===== src/rtl/dbd_pkg.sv =====
// ----------------------------------------------------------------------------
// dbd_pkg
// Shared types, constants and helpers of the detection box decoder.
// ----------------------------------------------------------------------------
`default_nettype none

package dbd_pkg;

  localparam int MAX_CLASSES = 80;
  localparam int CORNER_ROW_LEN = 6;
  localparam int CENTER_MIN_LEN = 5;

  typedef enum logic [2:0] {
    REG_FORMAT_MODE     = 3'd0,
    REG_SCORE_THRESHOLD = 3'd1,
    REG_INVERSE_SCALE   = 3'd2,
    REG_PAD_LEFT        = 3'd3,
    REG_PAD_TOP         = 3'd4,
    REG_FRAME_WIDTH     = 3'd5,
    REG_FRAME_HEIGHT    = 3'd6
  } reg_idx_t;

  localparam logic MODE_CORNER = 1'b0;
  localparam logic MODE_CENTER = 1'b1;

  typedef enum logic [2:0] {
    CAT_PERSON  = 3'd0,
    CAT_VEHICLE = 3'd1,
    CAT_ANIMAL  = 3'd2,
    CAT_CAT     = 3'd3,
    CAT_DOG     = 3'd4,
    CAT_OTHER   = 3'd5
  } category_t;

  typedef struct packed {
    logic        format_mode;
    logic [16:0] score_threshold;
    logic [23:0] inverse_scale;
    logic [11:0] pad_left;
    logic [11:0] pad_top;
    logic [13:0] frame_width;
    logic [13:0] frame_height;
  } cfg_t;

  typedef struct packed {
    logic [3:0][31:0] box;
    logic             mode;
    logic [6:0]       class_index;
    logic [31:0]      score;
  } job_t;

  function automatic category_t category_of(input logic [6:0] c);
    category_t cat;
    cat = CAT_OTHER;
    if (c == 7'd0) cat = CAT_PERSON;
    else if (c == 7'd1 || c == 7'd2 || c == 7'd3 || c == 7'd5 || c == 7'd7) cat = CAT_VEHICLE;
    else if (c == 7'd15) cat = CAT_CAT;
    else if (c == 7'd16) cat = CAT_DOG;
    else if (c == 7'd14 || (c >= 7'd17 && c <= 7'd23)) cat = CAT_ANIMAL;
    return cat;
  endfunction

endpackage

`default_nettype wire


===== src/rtl/dbd_front.sv =====
// ----------------------------------------------------------------------------
// dbd_front
// Row parser: collects box values, tracks score and class, queues kept rows.
// ----------------------------------------------------------------------------
`default_nettype none

module dbd_front (
  input  wire logic                clk,
  input  wire logic                rst_n,
  input  wire dbd_pkg::cfg_t       cfg,
  input  wire logic                accept,
  input  wire logic signed [31:0]  element_value,
  input  wire logic                row_end,
  output dbd_pkg::job_t            job,
  output logic                     push
);

  logic [7:0]        pos_r, pos_nxt;
  logic [31:0]       score_r, score_nxt;
  logic [6:0]        class_r, class_nxt;
  logic              cvalid_r, cvalid_nxt;
  logic [3:0][31:0]  box_r;

  logic [32:0]       abs_v;
  logic [16:0]       mag;
  logic              cls_ok;
  logic              keep;
  logic signed [32:0] score_ext;
  logic signed [32:0] thr_ext;
  logic [7:0]        cls_pos;

  always_comb begin
    abs_v     = element_value[31] ? (33'd0 - {element_value[31], element_value})
                                  : {1'b0, element_value};
    mag       = abs_v[32:16];
    cls_ok    = element_value[31] ? (mag == 17'd0)
                                  : (mag < 17'(dbd_pkg::MAX_CLASSES));
    cls_pos   = pos_r - 8'd4;
    score_nxt = score_r;
    class_nxt = class_r;
    cvalid_nxt = cvalid_r;
    if (pos_r >= 8'd4) begin
      if (cfg.format_mode == dbd_pkg::MODE_CORNER) begin
        if (pos_r == 8'd4) begin
          score_nxt = element_value;
        end else if (pos_r == 8'd5) begin
          cvalid_nxt = cls_ok;
          class_nxt  = cls_ok ? mag[6:0] : 7'd0;
        end
      end else begin
        if (pos_r == 8'd4) begin
          score_nxt = element_value;
          class_nxt = 7'd0;
        end else if (pos_r < 8'(4 + dbd_pkg::MAX_CLASSES) &&
                     $signed(element_value) > $signed(score_r)) begin
          score_nxt = element_value;
          class_nxt = cls_pos[6:0];
        end
      end
    end
    if (row_end) pos_nxt = 8'd0;
    else if (pos_r != 8'd255) pos_nxt = pos_r + 8'd1;
    else pos_nxt = pos_r;
    score_ext = {score_nxt[31], score_nxt};
    thr_ext   = {16'd0, cfg.score_threshold};
    if (cfg.format_mode == dbd_pkg::MODE_CORNER)
      keep = (pos_r >= 8'(dbd_pkg::CORNER_ROW_LEN - 1)) && cvalid_nxt;
    else
      keep = pos_r >= 8'(dbd_pkg::CENTER_MIN_LEN - 1);
    keep = keep && !(score_ext < thr_ext);
    push = accept && row_end && keep;
    job.box         = box_r;
    job.mode        = cfg.format_mode;
    job.class_index = class_nxt;
    job.score       = score_nxt;
  end

  always_ff @(posedge clk) begin
    if (!rst_n) begin
      pos_r    <= 8'd0;
      score_r  <= 32'd0;
      class_r  <= 7'd0;
      cvalid_r <= 1'b0;
    end else if (accept) begin
      pos_r    <= pos_nxt;
      score_r  <= score_nxt;
      class_r  <= class_nxt;
      cvalid_r <= cvalid_nxt;
    end
  end

  always_ff @(posedge clk) begin
    if (accept && pos_r < 8'd4) begin
      box_r[pos_r[1:0]] <= element_value;
    end
  end

endmodule

`default_nettype wire


===== src/rtl/dbd_queue.sv =====
// ----------------------------------------------------------------------------
// dbd_queue
// Two-entry request queue between the row parser and the box mapper.
// ----------------------------------------------------------------------------
`default_nettype none

module dbd_queue (
  input  wire logic           clk,
  input  wire logic           rst_n,
  input  wire logic           push,
  input  wire dbd_pkg::job_t  push_job,
  input  wire logic           pop,
  output dbd_pkg::job_t       head_job,
  output logic                head_valid,
  output logic                full
);

  dbd_pkg::job_t entry_r [2];
  logic          wr_ptr_r;
  logic          rd_ptr_r;
  logic [1:0]    count_r;

  assign head_job   = entry_r[rd_ptr_r];
  assign head_valid = count_r != 2'd0;
  assign full       = count_r == 2'd2;

  always_ff @(posedge clk) begin
    if (!rst_n) begin
      wr_ptr_r <= 1'b0;
      rd_ptr_r <= 1'b0;
      count_r  <= 2'd0;
    end else begin
      if (push) wr_ptr_r <= ~wr_ptr_r;
      if (pop) rd_ptr_r <= ~rd_ptr_r;
      unique case ({push, pop})
        2'b10:   count_r <= count_r + 2'd1;
        2'b01:   count_r <= count_r - 2'd1;
        default: count_r <= count_r;
      endcase
    end
  end

  always_ff @(posedge clk) begin
    if (push) entry_r[wr_ptr_r] <= push_job;
  end

endmodule

`default_nettype wire


===== src/rtl/dbd_back.sv =====
// ----------------------------------------------------------------------------
// dbd_back
// Box mapper: un-letterboxes and clamps four corners through one multiplier.
// ----------------------------------------------------------------------------
`default_nettype none

module dbd_back (
  input  wire logic           clk,
  input  wire logic           rst_n,
  input  wire dbd_pkg::cfg_t  cfg,
  input  wire dbd_pkg::job_t  head_job,
  input  wire logic           head_valid,
  output logic                pop,
  output logic                out_valid,
  input  wire logic           out_stall,
  output logic [13:0]         out_box_left,
  output logic [13:0]         out_box_top,
  output logic [13:0]         out_box_width,
  output logic [13:0]         out_box_height,
  output logic [2:0]          out_category,
  output logic [6:0]          out_class_index,
  output logic signed [31:0]  out_confidence
);

  logic        adv;
  logic        issue;
  logic [1:0]  idx_r;

  logic               a_valid_r;
  logic [1:0]         a_idx_r;
  logic signed [34:0] a_twice_r;
  logic [6:0]         a_class_r;
  logic [31:0]        a_score_r;

  logic               b_valid_r;
  logic [1:0]         b_idx_r;
  logic [40:0]        b_val_r;
  logic [6:0]         b_class_r;
  logic [31:0]        b_score_r;

  logic               c_done_r;
  logic [29:0]        coord_r [4];
  logic [6:0]         c_class_r;
  logic [31:0]        c_score_r;

  logic               out_valid_r;

  logic [1:0]         base_sel;
  logic [1:0]         off_sel;
  logic [31:0]        base_v;
  logic [31:0]        off_v;
  logic signed [34:0] base_s;
  logic signed [34:0] off_s;
  logic signed [34:0] pad_s;
  logic signed [34:0] twice;
  logic [57:0]        prod;
  logic [29:0]        lim;
  logic [29:0]        clamped;
  logic [29:0]        dx;
  logic [29:0]        dy;

  assign adv       = !out_valid_r || !out_stall;
  assign issue     = adv && head_valid;
  assign pop       = issue && idx_r == 2'd3;
  assign out_valid = out_valid_r;

  always_comb begin
    if (head_job.mode == dbd_pkg::MODE_CENTER) begin
      base_sel = {1'b0, idx_r[0]};
      off_sel  = idx_r[1] ? idx_r : {1'b1, idx_r[0]};
    end else begin
      base_sel = idx_r;
      off_sel  = idx_r;
    end
    base_v = head_job.box[base_sel];
    off_v  = head_job.box[off_sel];
    base_s = {{2{base_v[31]}}, base_v, 1'b0};
    if (head_job.mode == dbd_pkg::MODE_CENTER)
      off_s = idx_r[1] ? {{3{off_v[31]}}, off_v} : -{{3{off_v[31]}}, off_v};
    else
      off_s = 35'sd0;
    pad_s = idx_r[0] ? {6'd0, cfg.pad_top, 17'd0} : {6'd0, cfg.pad_left, 17'd0};
    twice = base_s + off_s - pad_s;
  end

  assign prod = a_twice_r[33:0] * cfg.inverse_scale;

  always_comb begin
    lim     = b_idx_r[0] ? {cfg.frame_height, 16'd0} : {cfg.frame_width, 16'd0};
    clamped = (b_val_r > {11'd0, lim}) ? lim : b_val_r[29:0];
    dx      = (coord_r[2] > coord_r[0]) ? coord_r[2] - coord_r[0] : 30'd0;
    dy      = (coord_r[3] > coord_r[1]) ? coord_r[3] - coord_r[1] : 30'd0;
  end

  always_ff @(posedge clk) begin
    if (!rst_n) begin
      idx_r       <= 2'd0;
      a_valid_r   <= 1'b0;
      b_valid_r   <= 1'b0;
      c_done_r    <= 1'b0;
      out_valid_r <= 1'b0;
    end else if (adv) begin
      if (issue) idx_r <= idx_r + 2'd1;
      a_valid_r   <= issue;
      b_valid_r   <= a_valid_r;
      c_done_r    <= b_valid_r && b_idx_r == 2'd3;
      out_valid_r <= c_done_r;
    end
  end

  always_ff @(posedge clk) begin
    if (adv) begin
      a_idx_r   <= idx_r;
      a_twice_r <= twice;
      a_class_r <= head_job.class_index;
      a_score_r <= head_job.score;
      b_idx_r   <= a_idx_r;
      b_val_r   <= (a_twice_r > 35'sd0) ? prod[57:17] : 41'd0;
      b_class_r <= a_class_r;
      b_score_r <= a_score_r;
      if (b_valid_r) coord_r[b_idx_r] <= clamped;
      c_class_r <= b_class_r;
      c_score_r <= b_score_r;
      if (c_done_r) begin
        out_box_left    <= coord_r[0][29:16];
        out_box_top     <= coord_r[1][29:16];
        out_box_width   <= dx[29:16];
        out_box_height  <= dy[29:16];
        out_category    <= dbd_pkg::category_of(c_class_r);
        out_class_index <= c_class_r;
        out_confidence  <= c_score_r;
      end
    end
  end

endmodule

`default_nettype wire


===== src/rtl/detection_box_decode.sv =====
// ----------------------------------------------------------------------------
// detection_box_decode
// Decodes streamed detector rows into clamped boxes on the original frame.
// ----------------------------------------------------------------------------
// Usage:
//   The input channel takes one row value per request (in_element_value) with
//   in_row_end on the last value of a row. A kept row yields one result request
//   on the out_ channel; dropped rows yield nothing.
//   The cfg_ port writes one register per cycle; the user must write it only
//   while the block is idle, which the block itself leaves unchecked.
// Throughput: one input value per cycle while in_stall is low. A kept row
//   occupies the shared multiplier once per corner, and every kept row spans
//   at least five input values, so without output stalls it runs without pause.
// Reset: synchronous, active low; clears row state, queue and output valid and
//   loads the register defaults (corner mode, threshold 0.5, unit scale, no
//   padding, 640 x 640 frame).
// Stall: a stalled result holds; the mapper pipeline freezes behind it and the
//   two-entry queue absorbs kept rows until full, then in_stall rises.
// ----------------------------------------------------------------------------
`default_nettype none

module detection_box_decode (
  input  wire logic                clk,
  input  wire logic                rst_n,
  input  wire logic                cfg_we,
  input  wire logic [2:0]          cfg_index,
  input  wire logic [23:0]         cfg_data,
  input  wire logic                in_valid,
  output logic                     in_stall,
  input  wire logic signed [31:0]  in_element_value,
  input  wire logic                in_row_end,
  output logic                     out_valid,
  input  wire logic                out_stall,
  output logic [13:0]              out_box_left,
  output logic [13:0]              out_box_top,
  output logic [13:0]              out_box_width,
  output logic [13:0]              out_box_height,
  output logic [2:0]               out_category,
  output logic [6:0]               out_class_index,
  output logic signed [31:0]       out_confidence
);

  dbd_pkg::cfg_t cfg_r;
  dbd_pkg::job_t push_job;
  dbd_pkg::job_t head_job;
  logic          push;
  logic          pop;
  logic          head_valid;
  logic          full;
  logic          accept;

  assign in_stall = full;
  assign accept   = in_valid && !in_stall;

  always_ff @(posedge clk) begin
    if (!rst_n) begin
      cfg_r.format_mode     <= dbd_pkg::MODE_CORNER;
      cfg_r.score_threshold <= 17'd32768;
      cfg_r.inverse_scale   <= 24'd65536;
      cfg_r.pad_left        <= 12'd0;
      cfg_r.pad_top         <= 12'd0;
      cfg_r.frame_width     <= 14'd640;
      cfg_r.frame_height    <= 14'd640;
    end else if (cfg_we) begin
      unique case (dbd_pkg::reg_idx_t'(cfg_index))
        dbd_pkg::REG_FORMAT_MODE:     cfg_r.format_mode     <= cfg_data[0];
        dbd_pkg::REG_SCORE_THRESHOLD: cfg_r.score_threshold <= cfg_data[16:0];
        dbd_pkg::REG_INVERSE_SCALE:   cfg_r.inverse_scale   <= cfg_data[23:0];
        dbd_pkg::REG_PAD_LEFT:        cfg_r.pad_left        <= cfg_data[11:0];
        dbd_pkg::REG_PAD_TOP:         cfg_r.pad_top         <= cfg_data[11:0];
        dbd_pkg::REG_FRAME_WIDTH:     cfg_r.frame_width     <= cfg_data[13:0];
        dbd_pkg::REG_FRAME_HEIGHT:    cfg_r.frame_height    <= cfg_data[13:0];
        default:                      cfg_r                 <= cfg_r;
      endcase
    end
  end

  dbd_front u_front (
    .clk           (clk),
    .rst_n         (rst_n),
    .cfg           (cfg_r),
    .accept        (accept),
    .element_value (in_element_value),
    .row_end       (in_row_end),
    .job           (push_job),
    .push          (push)
  );

  dbd_queue u_queue (
    .clk        (clk),
    .rst_n      (rst_n),
    .push       (push),
    .push_job   (push_job),
    .pop        (pop),
    .head_job   (head_job),
    .head_valid (head_valid),
    .full       (full)
  );

  dbd_back u_back (
    .clk             (clk),
    .rst_n           (rst_n),
    .cfg             (cfg_r),
    .head_job        (head_job),
    .head_valid      (head_valid),
    .pop             (pop),
    .out_valid       (out_valid),
    .out_stall       (out_stall),
    .out_box_left    (out_box_left),
    .out_box_top     (out_box_top),
    .out_box_width   (out_box_width),
    .out_box_height  (out_box_height),
    .out_category    (out_category),
    .out_class_index (out_class_index),
    .out_confidence  (out_confidence)
  );

endmodule

`default_nettype wire


===== config.mk =====
export PLATFORM = sky130hd
export DESIGN_NAME = detection_box_decode
export DESIGN_NICKNAME = d
export VERILOG_FILES = /design/src/rtl/dbd_pkg.sv /design/src/rtl/dbd_front.sv /design/src/rtl/dbd_queue.sv /design/src/rtl/dbd_back.sv /design/src/rtl/detection_box_decode.sv
export SDC_FILE = /design/constraint.sdc
export NUM_CORES = 2
export LEC_CHECK = 0
export ABC_AREA = 1
export BUFFER_PORTS_ARGS = -buffer_cell sky130_fd_sc_hd__buf_2
export CELL_PAD_IN_SITES_DETAIL_PLACEMENT = 1
export CELL_PAD_IN_SITES_GLOBAL_PLACEMENT = 2
export CORE_ASPECT_RATIO = 1.2
export CORE_UTILIZATION = 45
export DETAILED_ROUTE_END_ITERATION = 10
export PLACE_DENSITY_LB_ADDON = 0.1
export SYNTH_ARGS = -nofsm -noshare
export SYNTH_HDL_FRONTEND = slang
export SYNTH_SLANG_ARGS = --single-unit

===== constraint.sdc =====
create_clock -name clk -period 28.4 [get_ports clk]
set_input_delay 2.84 -clock clk [delete_from_list [all_inputs] [get_ports clk]]
set_output_delay 2.84 -clock clk [all_outputs]
set_load 0.02 [all_outputs]

# After elaboration in Yosys (flattened, before gate mapping)
# Memory sizes are Yosys's and may differ from the RTL's. A register that Yosys moved wholly into a read port is not among the register bits.
# Index checks and enable logic that the tools add are counted.
[totals]
inputBits = 65
ramBits = 456
n_memories = 2
out_inout_bits = 100
reg_bits = 575
[op_classes]
n_eq_ne = 22
bitwise = 2
n_mux = 47
n_lt_le_gt_ge = 17
mul = 1
n_addsub = 11
n_reduce_logical = 40
[memory_table]
columns = ["memory", "depth", "word_bits", "rd", "rd_clocked_by_memory_dff", "wr", "line", "source"]
rows = [
  ["u_queue.entry_r", 2, 168, 1, 1, 1, "dbd_queue.sv:18", "dbd_pkg::job_t entry_r [2];"],
  ["u_back.coord_r", 4, 30, 4, 0, 1, "dbd_back.sv:42", "logic [29:0] coord_r [4];"],
]
[ops]
columns = ["cell", "n"]
rows = [
  ["$mux W32", 8],
  ["$bmux W32 S2", 2],
  ["$bwmux W128", 1],
  ["$mux W35", 2],
  ["$demux W32 S2", 1],
  ["$gt A30 B30 Y1", 2],
  ["$mux W30", 2],
  ["$sub A30 B30 Y30", 2],
  ["$mul A34 B24 Y58", 1],
  ["$mux W7", 7],
  ["$gt A41 B30 Y1", 1],
  ["$add A33 B35 Y35", 1],
  ["$gt A35 B1 Y1 const B", 1],
  ["$neg A35 Y35", 1],
  ["$sub A35 B35 Y35", 1],
  ["$mux W33", 1],
  ["$sub A1 B32 Y33 const A", 1],
  ["$gt A32 B32 Y1", 1],
  ["$lt A32 B18 Y1", 1],
  ["$mux W29", 1],
  ["$reduce_and A2 Y1", 10],
  ["$logic_not A17 Y1", 1],
  ["$lt A17 B7 Y1 const B", 1],
  ["$eq A8 B3 Y1 const B", 2],
  ["36 further kinds", 88],
]

# Logic depth before layout (Yosys ltp)
[logic_depth]
ltp_word = 14
ltp_mapped = 40
ltp_nobuf = 38

# Cells and area by module
# A second synthesis with hierarchy kept.
[hier_totals]
cells_unflattened = 8322
hier_area_um2 = 76424.5
[by_module_without_submodules]
columns = ["mod", "cells_per_inst", "area_per_inst_um2", "seq_area_each_um2", "instances"]
rows = [
  ["dbd_back", 6161, 50387.1, 12582.1, 1],
  ["dbd_queue", 558, 12776.0, 10189.8, 1],
  ["dbd_front", 1053, 9439.1, 4804.6, 1],
  ["detection_box_decode", 550, 3822.4, 1881.8, 1],
]

# Worst setup path after synthesis
# Ideal clock, no wire load.
[synth_path]
kind = "input -> register"
from = "input in_element_value[31]"
to = "memory u_queue.entry_r[0][0] (netlist name), enable pin"
arrival_ps = 12904
setup_time_ps = 699
cell_stages = 25
slack_ps = 14797
path_cell_list = "ha_1 -> a21oi_1 -> o21a_1 -> nand2_1 -> a21oi_1 -> nand2_1 -> nand2_1 -> nand3_1 -> buf_2 -> inv_1 -> clkbuf_1 -> clkbuf_1 -> o221ai_1 -> nand3_1 -> o21ai_0 -> ha_1 -> nand2_1 -> nor2_1 -> a211oi_1 -> o221a_2 -> nand2_1 -> nand2_1 -> nand2_1 -> nand3_1 -> nor2_1"
[synth_lines]
columns = ["item", "line", "source"]
rows = [
  ["start: declaration", "detection_box_decode.sv:30", "input wire logic signed [31:0] in_element_value,"],
  ["end: declaration", "dbd_queue.sv:18", ""],
]

==> summary.txt <==
Floorplan
  – Die width: 366 um
  – # rows: 160
  – Die area: 161000 um2
  – Initial core utilization: between 40% and 50%
  – I/O pins: 165
  – Chip Height: 439 um
  – Core area: 158000 um2

Logic synthesis
  – Average cell area after synthesis: 9.59 um2
  – Number of synthesized flops with an enable pin: 879
  – Synth warn: 0
  – Syn Std Cell Area: ~72000 um2
  – Synth async-reset ratio: 0%
  – Distinct cells, synth: 71
  – Top_reg_cell synth: edfxtp_1
  – Fraction of the yosys area taken by sequential cells: about two fifths
  – Syn Nets: between 8000 and 9000
  – Post-Synthesis Cells: between 7000 and 8000
  – Flop and latch count out of synthesis: 1032

Layout
  – Post-Layout Cell Count: 9692
  – Layout net count: 8640
  – Seq. cell area: 29500 um2
  – Most frequent cells in the layout: nand2_1 (1647), inv_1 (1537), edfxtp_1 (879)
  – Area delta synth->final: 9.38%
  – Most common cell after layout, fill and taps aside: nand2_1
  – Area used by multi-input combinational logic: approximately 35000 um2
  – Fill cells: 17800
  – Layout cell share with drive strength beyond 1: about 6.6%

STA
  – Final Max Slew Viols: 0
  – Slew margin rel.: around 24%
  – F_max: 114 MHz
  – Clock Skews: 93.3 ps
  – RSZ-0062 raised after global routing: no
  – Tmin final: 8760 ps
  – Setup_tns: 0 ps
  – Period utilisation layout: 30.8%
  – Hold Violations, Final: 0
  – Final Setup Violations: 0
  – Slew @ Worst Pin: roughly 1100 ps

Setup path
  – Critical Path RT: 28770 ps
  – Arr. time, crit path: 9130 ps
  – Peak per-stage delay on the critical path: 880 ps
  – Nature of the critical path endpoint: flop
  – CP Launch Type: input port
  – Crit path max fanout: 99
  – R2R Path Start: cfg_r[64]
  – CP Launch Point: in_element_value[0]
  – Crit path top cell by count: nand2_1
  – Kind of critical path: input port to flop
  – CP max-delay cell: buf_4

Placed design
  – Cells after DPL: 9494
  – Gpl congestion: between 0.8 and 0.9
  – Dpl hpwl: 169000 um
  – IO buf count: 164

Clock network
  – CTS clk-pin slew, worst paths: around 60 ps
  – Root Buffer: clkbuf_16
  – CTS H-tree lvls: 3
  – CTS tree: yes
  – Hold_buf cts: 0
  – Setup Buffers After CTS: 0
  – Clk_lat worst skew: 780 ps
  – CTS Buffer Depth: 3
  – # clock sinks: between 1000 and 1500
  – CTS Buf Count: about 110
  – PostCTS Resize Cnt: 0

Worst hold path
  – Hold Path Class: flop to flop
  – Worst Min Path Start: u_front.job[125]

Run status
  – Outcome: finished clean

Power
  – Leakage: 0.0365 uW
  – Worst VDD drop: 0.0563 mV
  – Pwr/cell area: between 50 and 60 nW/um2

Global routing
  – Number of global-route vias before repair: 56600
  – First-pass GRT wire length: ~350000 um
  – Global Route Usage Sum: 28.8%
  – Largest net degree at the start of global routing: 169
  – Initial antenna violation count: 18
  – GRT overflow: 0

Route
  – DRC Markers: 0
  – Vias per inst: 5.36
  – Final wirelength: 230000 um
  – Detailed Route Iter0 Violations: a little over 3000
  – Detail Route Antenna Nets: 0
  – Vias: 52000
  – Pre-antenna DRT Iters: 7
  – Wire per inst: 23.7 um

Run
  – Max_cap viols: 0
## layout make-up
cell class,count,area share [%]
Antenna cell,3,0.00957
Multi-Input combinational cell,4544,44.7
Inverter,1545,7.41
Sequential cell,1032,37.6
Timing Repair Buffer,267,2.07
Tap cell,2106,3.36
Clock buffer,122,3.47
Clock inverter,73,1.36
## synthesized netlist by cell type (all sizes together) (4+ instances only)
library cell	count	area, um2
a221oi	4	35.0
xnor2	17	149
nor3	43	243
a21o	15	113
a32o	61	611
buf	67	390
a21boi	4	30.0
nand3	107	551
o21bai	6	45.0
nor2	425	1630
o211ai	37	278
or4	5	37.5
nor3b	4	30.0
a31oi	12	75.1
nor4	20	131
dfxtp	153	3060
edfxtp	879	26400
o221ai	26	228
fa	714	14300
nand2	1653	6220
a21oi	439	2200
nand4	31	194
o21a	33	248
nand3b	5	37.5
or2	10	62.6
a31o	6	52.6
clkbuf	284	1070
mux2i	13	130
ha	365	4570
inv	1543	5790
xor2	47	412
o31ai	9	67.6
o21ai	400	2020
a211oi	10	75.1
## registers in the layout, indices dropped and copies added, names as in the netlist, 3 cells and up, named ones only
| register | flops |
|---|---|
| u_back.out_box_left | 14 |
| u_back.c_class_r | 7 |
| u_back.out_box_height | 14 |
| u_back.b_class_r | 7 |
| u_back.b_score_r | 32 |
| u_back.out_box_width | 14 |
| u_back.b_val_r | 41 |
| u_front.class_r | 7 |
| u_back.c_score_r | 32 |
| u_front.score_r | 32 |
| u_front.pos_r | 8 |
| cfg_r | 94 |
| u_back.a_score_r | 32 |
| u_front.job | 128 |
| u_back.out_category | 3 |
| u_back.a_twice_r | 35 |
| u_back.out_confidence | 32 |
| u_back.out_box_top | 14 |
| u_back.coord_r | 120 |
| u_queue.entry_r | 336 |
| u_back.a_class_r | 7 |
| u_back.out_class_index | 7 |
## cell families (layout without fill, tap and decap cells)
kind of cell	after synthesis	count (layout)	synth area share, %
multiplexers	13	13	0.182
AND/OR/NAND/NOR	2307	2307	12.8
flip-flops	1032	1032	41.1
AO/OA/AOI/OAI	1080	1080	8.70
adder cells (fa/ha/maj)	1079	1079	26.3
XOR/XNOR	65	65	0.813
other	0	3	0
buffers and inverters	1896	2007	10.1
## final timing paths
path | endpoint | slack [ps] | cells past startpoint
max | u_queue.entry_r[1][115] | 19640 | 35
min | u_queue.entry_r[1][125] | 410 | 0
max reg2reg | u_back.b_val_r[37] | 20320 | 24
min reg2reg | u_queue.entry_r[1][125] | 410 | 0
## stage by stage
step	worst slack [ps]	area, um2	util, %	power (uW)	hold WS [ps]
2_1_floorplan	14800	71700	-	2400	400
3_3_place_gp	18950	74600	47.1	2810	401
3_5_place_dp	18860	74600	47.1	2830	405
4_1_cts	19640	78400	49.5	4360	415
5_1_grt	19110	78400	49.5	4500	420
6_report	19640	78400	49.5	4310	412
## worst max-delay path: cells and delay by family
kind	cells	cell delay, ps
buffers and inverters	7	2770
and+or+nand+nor	24	2340
AOI/OAI and AO/OA	2	410
adders and majority gates	2	620
## report_power, final
part	internal, uW	total (uW)	switching [uW]
clock	879	1520	638
combinational	341	1070	731
sequential	1700	1720	23.2
total	2920	4310	1390
## per-layer routing
layer  global-route usage (%)  share of wire, %  routed length [um]
met2                     53.5                53              121000
met3                     3.06               3.5                8100
met4                     12.6               4.6               10500
met1                     33.5                39               89700
met5                        0             0.067                 153
No activity file was read; power rests on OpenSTA's default activity.
